**src/rtl/core/udf_pkg.sv**
```systemverilog
// types, constants and the crc helper for the uart register datagram framer
// no dependencies; imported by every module of the block

package udf_pkg;

	localparam logic [1:0] OP_READ  = 2'd0;
	localparam logic [1:0] OP_WRITE = 2'd1;
	localparam logic [1:0] OP_RX    = 2'd2;

	localparam logic [7:0] SYNC_BYTE  = 8'h05;
	localparam logic [7:0] CRC_POLY   = 8'h07;
	localparam logic [7:0] WRITE_FLAG = 8'h80;

	// line byte counter positions since arming
	localparam logic [3:0] ECHO_LEN  = 4'd4;
	localparam logic [3:0] VAL_FIRST = 4'd7;
	localparam logic [3:0] RX_LAST   = 4'd11;

	// byte index of the crc in each datagram
	localparam logic [2:0] READ_CRC_IDX  = 3'd3;
	localparam logic [2:0] WRITE_CRC_IDX = 3'd7;

	localparam int FIFO_DEPTH_DEF = 4;

	typedef struct packed {
		logic [1:0]  op;
		logic [6:0]  reg_addr;
		logic [31:0] write_data;
		logic [7:0]  rx_byte;
	} item_t;

	typedef struct packed {
		logic        kind;
		logic [7:0]  tx_byte;
		logic        last;
		logic [31:0] read_value;
		logic        reply_status;
	} result_t;

	typedef enum logic [1:0] {
		CMD_READ  = 2'd0,
		CMD_WRITE = 2'd1,
		CMD_REPLY = 2'd2
	} cmd_kind_t;

	// one queued job: a request to frame or a finished reply to report
	typedef struct packed {
		cmd_kind_t   kind;
		logic [6:0]  reg_addr;
		logic [31:0] data;
		logic        status;
	} cmd_t;

	typedef struct packed {
		logic full;
		logic empty;
	} fifo_stat_t;

	// crc8 poly 0x07, byte fed lsb first
	function automatic logic [7:0] crc_feed(input logic [7:0] crc_in, input logic [7:0] b);
		logic [7:0] crc;
		logic       top;
		crc = crc_in;
		for (int i = 0; i < 8; i++) begin
			top = crc[7];
			crc = {crc[6:0], 1'b0};
			if (top ^ b[i])
				crc = crc ^ CRC_POLY;
		end
		return crc;
	endfunction

endpackage

```
**src/rtl/core/udf_chan_if.sv**
```systemverilog
// valid/ready channel carrying a payload of any packed type
// used for the item, result and configuration channels; no dependencies

interface udf_chan_if #(
	parameter type payload_t = logic [7:0]
);
	logic     valid;
	logic     ready;
	payload_t data;

	modport source (output valid, output data, input ready);
	modport sink (input valid, input data, output ready);
endinterface

```
**src/rtl/core/udf_fifo.sv**
```systemverilog
// short command queue between the front and the back of the framer
// depends on udf_pkg for the command and status types

module udf_fifo
	import udf_pkg::*;
#(
	parameter int DEPTH = FIFO_DEPTH_DEF
) (
	input  logic       clk,
	input  logic       arst_n,
	input  logic       push,
	input  cmd_t       push_cmd,
	input  logic       pop,
	output cmd_t       head,
	output fifo_stat_t stat
);
	localparam int AW = (DEPTH > 1) ? $clog2(DEPTH) : 1;
	localparam int CW = $clog2(DEPTH + 1);

	cmd_t            mem_q [DEPTH];
	logic [AW-1:0]   wr_ptr_q;
	logic [AW-1:0]   rd_ptr_q;
	logic [CW-1:0]   count_q;

	assign stat.full  = (count_q == CW'(DEPTH));
	assign stat.empty = (count_q == '0);
	assign head       = mem_q[rd_ptr_q];

	always_ff @(posedge clk) begin
		if (push)
			mem_q[wr_ptr_q] <= push_cmd;
	end

	always_ff @(posedge clk or negedge arst_n) begin
		if (!arst_n) begin
			wr_ptr_q <= '0;
			rd_ptr_q <= '0;
			count_q  <= '0;
		end else begin
			if (push)
				wr_ptr_q <= (wr_ptr_q == AW'(DEPTH - 1)) ? '0 : wr_ptr_q + 1'b1;
			if (pop)
				rd_ptr_q <= (rd_ptr_q == AW'(DEPTH - 1)) ? '0 : rd_ptr_q + 1'b1;
			if (push && !pop)
				count_q <= count_q + 1'b1;
			else if (pop && !push)
				count_q <= count_q - 1'b1;
		end
	end
endmodule

```
**src/rtl/core/udf_front.sv**
```systemverilog
// front of the framer: takes items, tracks the reply receiver, queues jobs
// depends on udf_pkg; holds the node address register

module udf_front
	import udf_pkg::*;
(
	input  logic       clk,
	input  logic       arst_n,
	udf_chan_if.sink   item,
	udf_chan_if.sink   cfg,
	input  fifo_stat_t stat,
	output logic       push,
	output cmd_t       push_cmd,
	output logic [7:0] node_addr
);
	logic        rx_armed_q;
	logic [3:0]  rx_count_q;
	logic [7:0]  reply_crc_q;
	logic [31:0] reply_value_q;
	logic [7:0]  node_q;

	logic        accept;
	logic        rx_take;
	item_t       it;

	assign it         = item.data;
	assign item.ready = !stat.full;
	assign cfg.ready  = 1'b1;
	assign node_addr  = node_q;
	assign accept     = item.valid && item.ready;
	assign rx_take    = accept && (it.op == OP_RX) && rx_armed_q;

	always_comb begin
		push              = 1'b0;
		push_cmd.kind     = CMD_READ;
		push_cmd.reg_addr = it.reg_addr;
		push_cmd.data     = it.write_data;
		push_cmd.status   = 1'b0;
		if (accept) begin
			case (it.op)
				OP_READ: begin
					push = 1'b1;
				end
				OP_WRITE: begin
					push          = 1'b1;
					push_cmd.kind = CMD_WRITE;
				end
				default: begin
					// reply byte 7 is the crc, checked against bytes 0 to 6
					push            = rx_take && (rx_count_q == RX_LAST);
					push_cmd.kind   = CMD_REPLY;
					push_cmd.data   = reply_value_q;
					push_cmd.status = (it.rx_byte != reply_crc_q);
				end
			endcase
		end
	end

	always_ff @(posedge clk or negedge arst_n) begin
		if (!arst_n) begin
			node_q <= '0;
		end else if (cfg.valid && cfg.ready) begin
			node_q <= cfg.data;
		end
	end

	always_ff @(posedge clk or negedge arst_n) begin
		if (!arst_n) begin
			rx_armed_q    <= 1'b0;
			rx_count_q    <= '0;
			reply_crc_q   <= '0;
			reply_value_q <= '0;
		end else if (accept && (it.op == OP_READ)) begin
			rx_armed_q    <= 1'b1;
			rx_count_q    <= '0;
			reply_crc_q   <= '0;
			reply_value_q <= '0;
		end else if (rx_take) begin
			if (rx_count_q == RX_LAST) begin
				rx_armed_q <= 1'b0;
				rx_count_q <= '0;
			end else begin
				rx_count_q <= rx_count_q + 1'b1;
				// echo bytes are skipped
				if (rx_count_q >= ECHO_LEN)
					reply_crc_q <= crc_feed(reply_crc_q, it.rx_byte);
				if (rx_count_q >= VAL_FIRST)
					reply_value_q <= {reply_value_q[23:0], it.rx_byte};
			end
		end
	end
endmodule

```
**src/rtl/core/udf_back.sv**
```systemverilog
// back of the framer: turns queued jobs into result items, one per cycle unless stalled
// depends on udf_pkg; drives the output register of the result channel

module udf_back
	import udf_pkg::*;
(
	input  logic       clk,
	input  logic       arst_n,
	input  cmd_t       head,
	input  fifo_stat_t stat,
	input  logic [7:0] node_addr,
	output logic       pop,
	udf_chan_if.source result
);
	logic        out_valid_q;
	result_t     out_q;
	logic [2:0]  idx_q;
	logic [7:0]  crc_q;

	logic        load;
	logic        is_crc;
	logic [7:0]  byte_val;
	result_t     nxt;

	assign result.valid = out_valid_q;
	assign result.data  = out_q;
	assign load         = !stat.empty && (!out_valid_q || result.ready);

	always_comb begin
		case (idx_q)
			3'd0:    byte_val = SYNC_BYTE;
			3'd1:    byte_val = node_addr;
			3'd2:    byte_val = {head.kind == CMD_WRITE, head.reg_addr};
			3'd3:    byte_val = head.data[31:24];
			3'd4:    byte_val = head.data[23:16];
			3'd5:    byte_val = head.data[15:8];
			default: byte_val = head.data[7:0];
		endcase
	end

	assign is_crc = (head.kind == CMD_WRITE) ? (idx_q == WRITE_CRC_IDX)
	                                         : (idx_q == READ_CRC_IDX);

	always_comb begin
		nxt = '0;
		pop = 1'b0;
		if (head.kind == CMD_REPLY) begin
			nxt.kind         = 1'b1;
			nxt.read_value   = head.data;
			nxt.reply_status = head.status;
			pop              = load;
		end else begin
			nxt.tx_byte = is_crc ? crc_q : byte_val;
			nxt.last    = is_crc;
			pop         = load && is_crc;
		end
	end

	always_ff @(posedge clk) begin
		if (load)
			out_q <= nxt;
	end

	always_ff @(posedge clk or negedge arst_n) begin
		if (!arst_n) begin
			out_valid_q <= 1'b0;
			idx_q       <= '0;
			crc_q       <= '0;
		end else begin
			if (load)
				out_valid_q <= 1'b1;
			else if (result.ready)
				out_valid_q <= 1'b0;
			if (load && (head.kind != CMD_REPLY)) begin
				if (is_crc) begin
					idx_q <= '0;
					crc_q <= '0;
				end else begin
					idx_q <= idx_q + 1'b1;
					crc_q <= crc_feed(crc_q, byte_val);
				end
			end
		end
	end
endmodule

```
**src/rtl/core/uart_register_datagram_framer.sv**
```systemverilog
// top level of the uart register datagram framer
// depends on udf_pkg, udf_chan_if, udf_fifo, udf_front and udf_back
//
// usage
//   item carries one request or line byte per transfer: op 0 frames a read
//   (4 bytes), op 1 a write (8 bytes), op 2 hands in a received line byte.
//   result carries one transmit byte per transfer, last set on the crc byte,
//   or one completed read reply with its value and crc status.
//   cfg writes the node address; it is always ready.
// throughput
//   an item is registered in the command queue and then in the output
//   register; the back end emits one result per cycle unless stalled.
//   line bytes produce a result only on the twelfth byte since arming.
//   the front keeps taking items until the command queue (FIFO_DEPTH jobs)
//   fills, which is what bounds the sustained rate to the output byte rate.
// reset
//   clears the queue, the output valid flag, the receiver and the node address.
// stall
//   a result holds in the output register while result.ready is low; the
//   queue absorbs further items and item.ready drops once it is full.

module uart_register_datagram_framer
	import udf_pkg::*;
#(
	parameter int FIFO_DEPTH = FIFO_DEPTH_DEF
) (
	input  logic       clk,
	input  logic       arst_n,
	udf_chan_if.sink   item,
	udf_chan_if.source result,
	udf_chan_if.sink   cfg
);
	fifo_stat_t stat;
	logic       push;
	logic       pop;
	cmd_t       push_cmd;
	cmd_t       head;
	logic [7:0] node_addr;

	udf_front u_front (
		.clk       (clk),
		.arst_n    (arst_n),
		.item      (item),
		.cfg       (cfg),
		.stat      (stat),
		.push      (push),
		.push_cmd  (push_cmd),
		.node_addr (node_addr)
	);

	udf_fifo #(
		.DEPTH (FIFO_DEPTH)
	) u_fifo (
		.clk      (clk),
		.arst_n   (arst_n),
		.push     (push),
		.push_cmd (push_cmd),
		.pop      (pop),
		.head     (head),
		.stat     (stat)
	);

	udf_back u_back (
		.clk       (clk),
		.arst_n    (arst_n),
		.head      (head),
		.stat      (stat),
		.node_addr (node_addr),
		.pop       (pop),
		.result    (result)
	);
endmodule

```
**src/flat_wrapper.sv**
```systemverilog
// flat-port wrapper written by rule: the top's interface ports become plain ports
module uart_register_datagram_framer_flat import udf_pkg::*;
#(
	parameter int FIFO_DEPTH = FIFO_DEPTH_DEF
)
  (clk, arst_n, item_valid, item_data, item_ready, result_valid, result_data, result_ready, cfg_valid, cfg_data, cfg_ready);
  udf_chan_if #(.payload_t(item_t)) item_i ();
  udf_chan_if #(.payload_t(result_t)) result_i ();
  udf_chan_if #(.payload_t(logic [7:0])) cfg_i ();
  input  logic clk;
  input  logic arst_n;
  input wire logic [$bits(item_i.valid)-1:0] item_valid;
  input wire logic [$bits(item_i.data)-1:0] item_data;
  output wire logic [$bits(item_i.ready)-1:0] item_ready;
  output wire logic [$bits(result_i.valid)-1:0] result_valid;
  output wire logic [$bits(result_i.data)-1:0] result_data;
  input wire logic [$bits(result_i.ready)-1:0] result_ready;
  input wire logic [$bits(cfg_i.valid)-1:0] cfg_valid;
  input wire logic [$bits(cfg_i.data)-1:0] cfg_data;
  output wire logic [$bits(cfg_i.ready)-1:0] cfg_ready;
  assign item_i.valid = item_valid;
  assign item_i.data = item_data;
  assign item_ready = item_i.ready;
  assign result_valid = result_i.valid;
  assign result_data = result_i.data;
  assign result_i.ready = result_ready;
  assign cfg_i.valid = cfg_valid;
  assign cfg_i.data = cfg_data;
  assign cfg_ready = cfg_i.ready;
  uart_register_datagram_framer #(.FIFO_DEPTH(FIFO_DEPTH)) u_core (.clk(clk), .arst_n(arst_n), .item(item_i), .result(result_i), .cfg(cfg_i));
endmodule
```
**config.mk**
```make
export PLATFORM = sky130hd
export DESIGN_NAME = uart_register_datagram_framer_flat
export DESIGN_NICKNAME = d
export VERILOG_FILES = /design/src/rtl/core/udf_pkg.sv /design/src/rtl/core/udf_chan_if.sv /design/src/rtl/core/udf_fifo.sv /design/src/rtl/core/udf_front.sv /design/src/rtl/core/udf_back.sv /design/src/rtl/core/uart_register_datagram_framer.sv /design/src/flat_wrapper.sv
export SDC_FILE = /design/constraint.sdc
export NUM_CORES = 1
export LEC_CHECK = 0
export ABC_AREA = 1
export BUFFER_PORTS_ARGS = -buffer_cell sky130_fd_sc_hd__buf_2
export CAP_MARGIN = 20
export CORE_MARGIN = 2
export CORE_UTILIZATION = 60
export DETAILED_ROUTE_END_ITERATION = 8
export GPL_ROUTABILITY_DRIVEN = 0
export PLACE_DENSITY = 0.8
export SLEW_MARGIN = 25
export SYNTH_ARGS = -nofsm -noshare
export SYNTH_HDL_FRONTEND = slang
export SYNTH_SLANG_ARGS = --single-unit
```
**constraint.sdc**
```tcl
create_clock -name clk -period 5.4 [get_ports clk]
set_clock_uncertainty 0.2 [all_clocks]
set_input_delay 0.54 -clock clk [delete_from_list [all_inputs] [get_ports clk]]
set_output_delay 0.54 -clock clk [all_outputs]
set_load 0.05 [all_outputs]
```
======== Word level (Yosys, flattened, before mapping) ========
Memory sizes are Yosys's and may differ from the RTL's.
Index checks and enable logic that the tools add are counted.
Widths: inputs -> output; s select.
operators by class
  add/sub/neg operators ................... 6
  multipliers ............................. 0
  div/mod/pow operators ................... 0
  $lt $le $gt $ge ......................... 2
  eq/ne operators ......................... 17
  shift operators ......................... 0
  multiplexer cells ....................... 93
  bitwise operators ....................... 32
  reduce and logical (&&, ||, !) cells .... 29
operator list
  kind                 number
  $mux 8               48
  $mux 32              4
  $mux 33              2
  $mux 3               19
  $not 3->3            16
  $pmux 8 s6           1
  $xor 1x1->1          16
  $eq 3x3->1 const B   4
  $mux 1               12
  $mux 4               3
  $reduce_bool 2->1    6
  $logic_and 1x1->1    10
  $eq 2x2->1 const B   4
  $ge 4x3->1 const B   2
  $ne 8x8->1           1
  $add 3x1->3 const B  2
  $eq 3x2->1 const B   2
  $logic_not 3->1      2
  $mux 2               3
  $reduce_and 3->1     2
  $logic_not 1->1      5
  $add 2x1->2 const B  2
  $add 4x1->4 const B  1
  $eq 2x1->1 const B   2
  other kinds (9)      10
storage, ports and cells
  bits in registers ....................... 115
  bits in latches ......................... 0
  RAM bits ................................ 168
  memory bits (read-only) ................. 0
  memories ................................ 1
memory list
  name                 words  width  read ports  clocked after Yosys merged registers in  write ports  RTL line        RTL
  u_core.u_fifo.mem_q  4      42     1           0                                        1            udf_fifo.sv:20  cmd_t mem_q [DEPTH];

======== Logic depth before layout (Yosys ltp) ========
Gate-level depths: netlist of the first run.
  depth in word-level cells ............... 49
  gate-level depth with buffers ........... 19
  mapped depth without buffers ............ 19

======== Cells and area by module ========
A second synthesis of the first run with hierarchy kept.
second synthesis, totals
  cells, all modules ...................... 1294
  area total of the unflattened synthesis .. 13148.9 sq um
modules (own cells, without submodules)
  module     instances  cells an instance  area each (sq um)  sequential area each (sq um)
  udf_fifo   1          542                7134.3             5220.0
  udf_back   1          384                3108.0             1591.5
  udf_front  1          368                2906.5             1326.3

======== Least setup slack after synthesis of the first run ========
No wires, ideal clock.
  path type ............................... flip-flop to flip-flop
  from .................................... register u_core.u_back.out_valid_q, in the netlist u_core.u_back.result.valid
  to ...................................... register u_core.u_back.crc_q[1]
  library setup time ...................... 0.118 ns
  arrival time ............................ 4.341 ns
  required time ........................... 5.082 ns
  path slack .............................. 0.742 ns
  stages on the path, launching flop included .. 9
  buffers on the path ..................... 0
  period minus slack after synthesis ...... 4.658 ns
  cells stage by stage .................... dfrtp_1 -> inv_1 -> nor2_1 -> a31oi_1 -> inv_1 -> nor2_1 -> inv_1 -> nand2_1 -> nand2_1
on the way
  word-level cells in the longest chain between the ends .. 4
RTL lines
  item                    RTL line        RTL
  start, declared         udf_back.sv:15  logic out_valid_q;
  start signal, assigned  udf_back.sv:66  out_valid_q <= 1'b0;
  start signal, assigned  udf_back.sv:71  out_valid_q <= 1'b1;
  start signal, assigned  udf_back.sv:73  out_valid_q <= 1'b0;
  $logic_not 1->1         udf_back.sv:27  assign load = !stat.empty && (!out_valid_q || result.ready);
  $logic_or 1x1->1        udf_back.sv:27
  $logic_and 1x1->1       udf_back.sv:27
  via u_core.u_back.load  udf_back.sv:20  logic load;
  $logic_and 1x1->1       udf_back.sv:74  if (load && (head.kind != CMD_REPLY)) begin
  end signal, assigned    udf_back.sv:80  crc_q <= crc_feed(crc_q, byte_val);
  end, declared           udf_back.sv:18  logic [7:0] crc_q;
The timed path passes the listed nets, and every way through them passes these cells.
A chain may end at the register's enable or synchronous reset.

======== Worst setup path after layout of the first run ========
  from .................................... register u_core.u_fifo.rd_ptr_q[0]
  to ...................................... register u_core.u_fifo.count_q[2]
on the way
  word-level cells in the longest chain between the ends .. 8
  elaborated cells between the ends (all ways) .. 11
  classes of those cells .................. eq/ne: 2; mux: 3; reduce/logical: 5; memory: 1
RTL lines
  item                                                RTL line        RTL
  start, declared                                     udf_fifo.sv:22  logic [AW-1:0] rd_ptr_q;
  start signal, assigned                              udf_fifo.sv:43  rd_ptr_q <= (rd_ptr_q == AW'(DEPTH - 1)) ? '0 : rd_ptr_q + 1'b1;
  $mem_v2 4x42 *                                      n/a
  $eq 2x1->1                                          udf_back.sv:41  assign is_crc = (head.kind == CMD_WRITE) ? (idx_q == WRITE_CRC_IDX)
  $mux 1                                              udf_back.sv:41
  $logic_and 1x1->1                                   udf_back.sv:55  pop = load && is_crc;
  $mux 1 *                                            udf_back.sv:47  if (head.kind == CMD_REPLY) begin
  $logic_not 1->1                                     udf_fifo.sv:44  if (push && !pop)
  $logic_and 1x1->1                                   udf_fifo.sv:44
  $mux 3 / $reduce_bool 2->1 (equally long branches)  n/a
  end signal, assigned                                udf_fifo.sv:45  count_q <= count_q + 1'b1;
  end signal, assigned                                udf_fifo.sv:47  count_q <= count_q - 1'b1;
  end, declared                                       udf_fifo.sv:23  logic [CW-1:0] count_q;
Every way passes the cells marked *; elsewhere a longest branch is shown, timed or not.

==> results by group, run 1 <==
CTS
  • Max H-tree Level: 1
  • Post-CTS Hold Fix Bufs: 3
  • Worst skew pair latency: about 0.54 ns
  • Number of setup buffers added after CTS: 0
  • Post-CTS sizing: 0
  • CTS tree: built
  • CTS Buffer Depth: 3
  • Clk sinks: about 280
  • CTS root buffer: clkbuf_16
  • Num CTS Buffers: 28
  • Register clock-pin slew on the reported worst setup and hold paths: 0.06 ns

Status
  • Status: finished clean

Pwr
  • Clock share of power: 0.210
  • Worst IR Drop VDD: roughly 0.32 mV
  • Psw: 4.10 mW
  • Sw frac: 0.433
  • PwrDens: 659 mW/mm^2
  • Cell Int Power: 5.36 mW
  • Sequential power share: 0.349
  • P_leak: 6.09 nW
  • Combinational power share: 0.441
  • Final Power: 9.46 mW

Finish
  • Area grow syn2layout: 13.4%
  • Nets: 1,398
  • Layout Utilization: 0.687
  • Final instance area: 0.0144 sq mm
  • Fin cells: 1,617
  • Filler Cell Count: about 1.5k
  • Antenna diode count: 0
  • Layout cells sized above 1: 0.156

Floorplan
  • Core Rows: between 50 and 60
  • Die X: around 150 um
  • Number of top-level pins: 108
  • Core ar.: roughly 0.021 sq mm
  • Initial Utilization: 0.606
  • Die Span Y: 149 um
  • Die area: approximately 0.022 sq mm

Yosys
  • Post-Synth Simple-Gate Area: 0.209
  • Most used DFF post-synth: edfxtp_1
  • Syn. warnings: 0
  • Synth area leaders: edfxtp_1 50%, dfrtp_1 14%, nand2_1 10%
  • Cell taking the most area after synthesis: edfxtp_1
  • Synth Area in Adders: 0.0144
  • Synth Instances: 1,221
  • Post-synth EDFFs: about 210
  • Seq/Total Area, Yosys: 0.643
  • Ys async rst share: 0.254
  • Top-count cell post-synth: nand2_1
  • Syn Std Cell Area: 0.0127 sq mm
  • Largest family of logic cells by synthesized area: simple AND/OR/NAND/NOR gates
  • Mean post-synth cell area: 10.4 sq um
  • Synth cell count leaders: 344 x nand2_1, 211 x edfxtp_1, 170 x nand3_1
  • Post-synth net total: 1,297
  • Netlist cell types: 41
  • Synth Area in Compound Gates: 0.0540
  • #FFs+latches synth: around 280
  • Post-synthesis mux area share: 0.00623
  • Synth top area share: 0.501
  • Xor-xnor portion of the synthesized cell area: 0.0208

Timing
  • Minimum clock period: 3.93 ns
  • Final Setup Violations: 0
  • Hold Fails Final Rpt: 0
  • Worst-Margin Slew: between 0.9 and 1 ns
  • Tcrit/Tclk final: 0.727
  • Total negative slack: 0 ns
  • Max-slew violations: 0
  • Max-slew headroom: 0.350
  • Fin worst setup slack: 1.47 ns
  • Unrepaired setup endpoints after global routing: no
  • WHS: 0.0174 ns
  • Max frequency: ~250 MHz

Worst setup path
  • CP most frequent cell: nand2_1
  • Worst-path maximum fanout: 85
  • Worst-path cell chain: inv_4 > nand2_1 > nand3_1 > nand2_1 > nand2_1 > nand2_1 > o21ai_2 > inv_2 > nor2_4 > inv_2 > nand2_2 > ha_1 > inv_1 > fa_1 > a21oi_1 > o21ai_0 > xor2_1
  • Reg2reg path depth: 17
  • Worst R2R End: u_core.u_fifo.count_q[2]
  • CP startpoint kind: flip-flop
  • R2R Setup Slk: 1.47 ns
  • Worst EP required: 5.60 ns
  • CP Buf/Inv Count: 4
  • CP Capture Type: flip-flop
  • CP top delay family: buffers and inverters
  • Worst Path Arrival: 4.13 ns
  • Slowest stage delay, CP: 0.70 ns
  • Kind of critical path: flip-flop to flip-flop
  • Critical path's slowest cell: inv_4
  • Reg2reg start: u_core.u_fifo.rd_ptr_q[0]

Placement
  • DP HPWL: 19.6 mm
  • Placement Setup Slack: between 1.5 and 2 ns
  • Port Buffers: 106
  • Cells after DPL: 1,564
  • Placed instance area: 0.0134 sq mm

GRT
  • Total grt overflow: 0
  • First-pass GRT wire length: 45.3 mm
  • Largest net degree at the start of global routing: 86
  • Vias in the first global route: 8,691
  • Total GRT Usage: 0.263
  • Antenna violations before repair: 0

Min path
  • Worst Hold Class: input port to flip-flop
  • Hold path startpoint: item_data[46]
  • Hold depth: 1
  • Hold Crit Endpoint: u_core.u_fifo.mem_q[2][39]

Routing
  • Met2 wire len: 13.5 mm
  • M1 wire length: 12.2 mm
  • Residual DRC count: 0
  • Antenna Nets Post-Route: 0
  • Vias: 9,228
  • Top routing layer used: met4
  • Final wirelength: between 20 and 30 mm
  • Via density: 5.71
  • Wire per inst: 17.9 um
  • 1st-iter DRT viols: 866
  • DR WL met3: 2.40 mm
  • DRT Pass-1 Iters: 5

Job
  • Max_cap viols: 0
state kept, by name, summed over array words and instances, names as in the netlist:
name and cells:
u_core.u_fifo.mem_q 168, u_core.u_front.reply_value_q 32, u_core.u_back.crc_q 8, u_core.u_front.rx_armed_q 1
u_core.u_front.rx_count_q 4, u_core.u_fifo.rd_ptr_q 2, u_core.u_back.idx_q 3, u_core.u_back.result.data 43
u_core.u_back.result.valid 1, u_core.u_fifo.wr_ptr_q 2, u_core.u_front.reply_crc_q 8, u_core.u_fifo.count_q 3
u_core.u_front.node_addr 8
power by group through the flow:
stage | combinational [mW] | sequential, mW | clock, mW
final | 4.17 | 3.30 | 1.99
after global routing | 4.61 | 3.35 | 2.10
after CTS | 4.13 | 3.30 | 2.01
after global placement | 4.00 | 3.32 | 0
after detailed placement | 4.10 | 3.34 | 0
after floorplan | 2.61 | 3.84 | 0
layout make-up:
cell class / instances / area (sq um) / area share
multi-input combinational: 794 / 3900 / 0.272
tap: 275 / 344 / 0.0240
clock inverter: 13 / 168 / 0.0117
timing repair buffer: 121 / 657 / 0.0458
clock buffer: 37 / 786 / 0.0547
sequential: 283 / 8140 / 0.567
inverter: 94 / 355 / 0.0248
layer usage:
| layer | global-route usage | vias up |
|---|---|---|
| li1 | - | 4328 |
| met1 | 0.379 | 4368 |
| met2 | 0.416 | 466 |
| met3 | 0.0398 | 66 |
| met4 | 0.0881 | 0 |
| met5 | 0 | - |
worst max path at each step:
stage / end / depth (start not counted) / startpoint
5_1_grt: u_core.u_fifo.count_q[2] / 15 / u_core.u_fifo.rd_ptr_q[0]
3_5_place_dp: u_core.u_fifo.count_q[2] / 17 / u_core.u_fifo.rd_ptr_q[0]
2_1_floorplan: u_core.u_back.crc_q[1] / 8 / u_core.u_back.result.valid
3_3_place_gp: u_core.u_fifo.count_q[2] / 17 / u_core.u_fifo.rd_ptr_q[0]
4_1_cts: u_core.u_fifo.count_q[2] / 17 / u_core.u_fifo.rd_ptr_q[0]
6_report: u_core.u_fifo.count_q[2] / 17 / u_core.u_fifo.rd_ptr_q[0]
layout by cell type (no fill, tap or decap), drive strengths merged:
cell	count
nand2	352
edfxtp	211
nand3	174
buf	118
o21ai	107
inv	92
dfrtp	72
nor2	72
clkbuf	37
xnor2	16
xor2	14
ha	13
nand4	10
a21oi	10
clkinv	10
mux2	7
o22ai	5
bufinv	4
nor3	4
dlygate4sd3	3
a32o	2
or2	1
a41oi	1
a31oi	1
and2	1
o21a	1
o32ai	1
fa	1
conb	1
clkinvlp	1
worst register-to-register path, cell delays in order (launching register included):
cell and delay [ns]:
dfrtp_2 0.62, inv_4 0.70, nand2_1 0.15, nand3_1 0.12, nand2_1 0.13, nand2_1 0.13, nand2_1 0.07, o21ai_2 0.08
inv_2 0.06, nor2_4 0.17, inv_2 0.13, nand2_2 0.15, ha_1 0.16, inv_1 0.07, fa_1 0.43, a21oi_1 0.14
o21ai_0 0.11, xor2_1 0.16
kinds of logic after synthesis:
logic type	Yosys count
simple gates	614
xor+xnor	30
buf+inv	144
compound gates	128
other cells	1
mux	7
fa+ha+maj	14
flops	283
Note: power is estimated with default switching activity, not from simulation.
==> inputs of run 2 (changes only) <==
clock period = 3.7 ns   (was 5.4 ns; I/O delays follow)
==> run 2 against run 1 <==
  * Sequential power up 46%
  * Largest cell class unchanged
  * Flip-flop and latch count did not move
  * Hold slack better by 0.025 ns
  * Critical endpoint unchanged
  * Sequential share of layout area is 1.3 points lower
  * Critical path type unchanged
  * Combinational power grew 50%
  * First-iteration DRC count down 0.81%
  * Fmax up 20%
  * Core utilization up 1.6 points
  * Routed wire length increased by 3.9%
  * Cell count up 2.3%
==> results by group, run 2 (synthesis results as in run 1) <==
CTS
  • CTS Buffer Depth: 3
  • CTS root buffer: clkbuf_16
  • Register clock-pin slew on the reported worst setup and hold paths: approximately 0.06 ns
  • Max H-tree Level: 1
  • Num CTS Buffers: 28
  • CTS tree: built
  • Worst skew pair latency: between 0.5 and 0.6 ns
  • Clk sinks: approximately 280

Routing
  • 1st-iter DRT viols: 859
  • Wire per inst: approximately 18 um
  • Via density: 5.68
  • Antenna Nets Post-Route: 0
  • DRT Pass-1 Iters: 5
  • Residual DRC count: 0
  • Vias: 9,391
  • Final wirelength: 30.1 mm

Worst setup path
  • Worst R2R End: u_core.u_fifo.count_q[2]
  • Worst-path maximum fanout: 21
  • CP Capture Type: flip-flop
  • Worst-path cell chain: inv_4 > o21ai_1 > o21ai_2 > nand2_1 > o21ai_2 > inv_2 > nor2_4 > inv_2 > nand2_2 > ha_1 > inv_1 > fa_1 > a21oi_1 > o21ai_0 > xor2_1
  • Critical path's slowest cell: dfrtp_2
  • CP startpoint kind: flip-flop
  • Worst EP required: slightly below 4 ns
  • CP endpoint: u_core.u_fifo.count_q[2]
  • Slowest stage delay, CP: 0.54 ns
  • Worst Path Arrival: between 3 and 4 ns
  • Worst Setup SP: u_core.u_fifo.rd_ptr_q[0]
  • Reg2reg path depth: 15
  • Kind of critical path: flip-flop to flip-flop
  • Reg2reg start: u_core.u_fifo.rd_ptr_q[0]
  • R2R Setup Slk: 0.44 ns

Placement
  • Cells after DPL: ~1.6k
  • Port Buffers: roughly 110
  • DP HPWL: 20.2 mm
  • Placement Setup Slack: 0.403 ns
  • Placed instance area: around 0.013 sq mm

GRT
  • Total grt overflow: 0
  • Antenna violations before repair: 0
  • First-pass GRT wire length: 47.4 mm
  • Total GRT Usage: 0.276
  • Vias in the first global route: between 9k and 10k
  • Largest net degree at the start of global routing: 68

Timing
  • Final Setup Violations: 0
  • Total negative slack: 0 ns
  • Unrepaired setup endpoints after global routing: no
  • Minimum clock period: 3.26 ns
  • Tcrit/Tclk final: 0.881
  • Max-slew violations: 0
  • Worst-Margin Slew: 0.830 ns
  • Hold Fails Final Rpt: 0
  • Max-slew headroom: 0.441
  • WHS: about 0.042 ns
  • Fin worst setup slack: 0.441 ns
  • Max frequency: 307 MHz

Min path
  • Worst Hold Class: input port to flip-flop

Finish
  • Filler Cell Count: 1,494
  • Nets: 1,433
  • Fin cells: 1,654
  • Biggest register: u_core.u_fifo.mem_q
  • Layout cells sized above 1: 0.160
  • Area grow syn2layout: 16.1%
  • Commonest non-fill, non-tap cells in the layout: 344 x nand2_1, 211 x edfxtp_1, 170 x nand3_1
  • Final instance area: 0.0147 sq mm
  • Antenna diode count: 0
  • Commonest non-fill, non-tap cell in the layout: nand2_1
  • Max FFs per register: 168

Pwr
  • Worst IR Drop VDD: 0.501 mV
  • P_leak: 6.24 nW
  • PwrDens: 943 mW/mm^2

Floorplan
  • Initial Utilization: 0.606
  • Die Span Y: 149 um
  • Core Rows: 53
  • Die area: approximately 0.022 sq mm
  • Core ar.: 0.0209 sq mm
  • Number of top-level pins: 108
  • Die X: 149 um

Status
  • Status: finished clean

Job
  • Max_cap viols: 0
## run 2: cell type report
| cell class | instances | area (sq um) | share of cell area |
|---|---|---|---|
| multi-input combinational | 794 | 3910 | 0.266 |
| sequential | 283 | 8140 | 0.554 |
| tap | 275 | 344 | 0.0234 |
| clock inverter | 7 | 61.3 | 0.00417 |
| clock buffer | 45 | 856 | 0.0583 |
| inverter | 94 | 355 | 0.0242 |
| timing repair buffer | 156 | 1030 | 0.0699 |
## run 2: where the power goes
part	internal, mW	switching (mW)
clock network	1.64	1.15
registers	4.43	0.380
logic	1.71	4.54
total	7.78	6.07
## run 2: worst min path at each step
stage,from,slack (ns),cells after the start,endpoint
floorplan,arst_n,-0.13,0,u_core.u_back.crc_q[0]
global placement,u_core.u_front.reply_value_q[15],0.29,2,u_core.u_front.reply_value_q[23]
detailed placement,u_core.u_front.reply_value_q[22],0.30,2,u_core.u_front.reply_value_q[30]
CTS,cfg_valid,0.02,2,u_core.u_front.node_addr[3]
global route,cfg_valid,0.05,2,u_core.u_front.node_addr[6]
finish,cfg_valid,0.04,2,u_core.u_front.node_addr[3]
## run 2: repair_timing
| item | 4_1_cts | 5_1_grt |
|---|---|---|
| buffers inserted | 0 | 0 |
| hold endpoints to repair | 117 | 0 |
| hold buffers | 29 | 0 |
| gates resized for setup | 0 | 1 |
| setup endpoints to repair | 0 | 1 |
## run 2: metal layers
metal / up-vias / part of all wire / GRT usage
li1: 4403 / - / -
met1: 4450 / 0.41 / 0.383
met2: 484 / 0.48 / 0.452
met3: 54 / 0.089 / 0.0477
met4: 0 / 0.025 / 0.0814
met5: - / 0 / 0
## run 2: through the flow
step | util | power, mW
after global routing | 0.703 | 14.7
final | 0.703 | 13.9
after CTS | 0.702 | 13.8
after detailed placement | 0.644 | 11.0
after floorplan | - | 9.41
after global placement | 0.644 | 10.8
## run 2: critical path, delay by kind of cell (launching register included)
family	cells	cell delay, ns
AO/OA/AOI/OAI	5	0.69
XOR/XNOR	1	0.15
adder cells (fa/ha/maj)	2	0.60
buffers and inverters	4	0.51
flip-flops	1	0.54
AND/OR/NAND/NOR	3	0.44
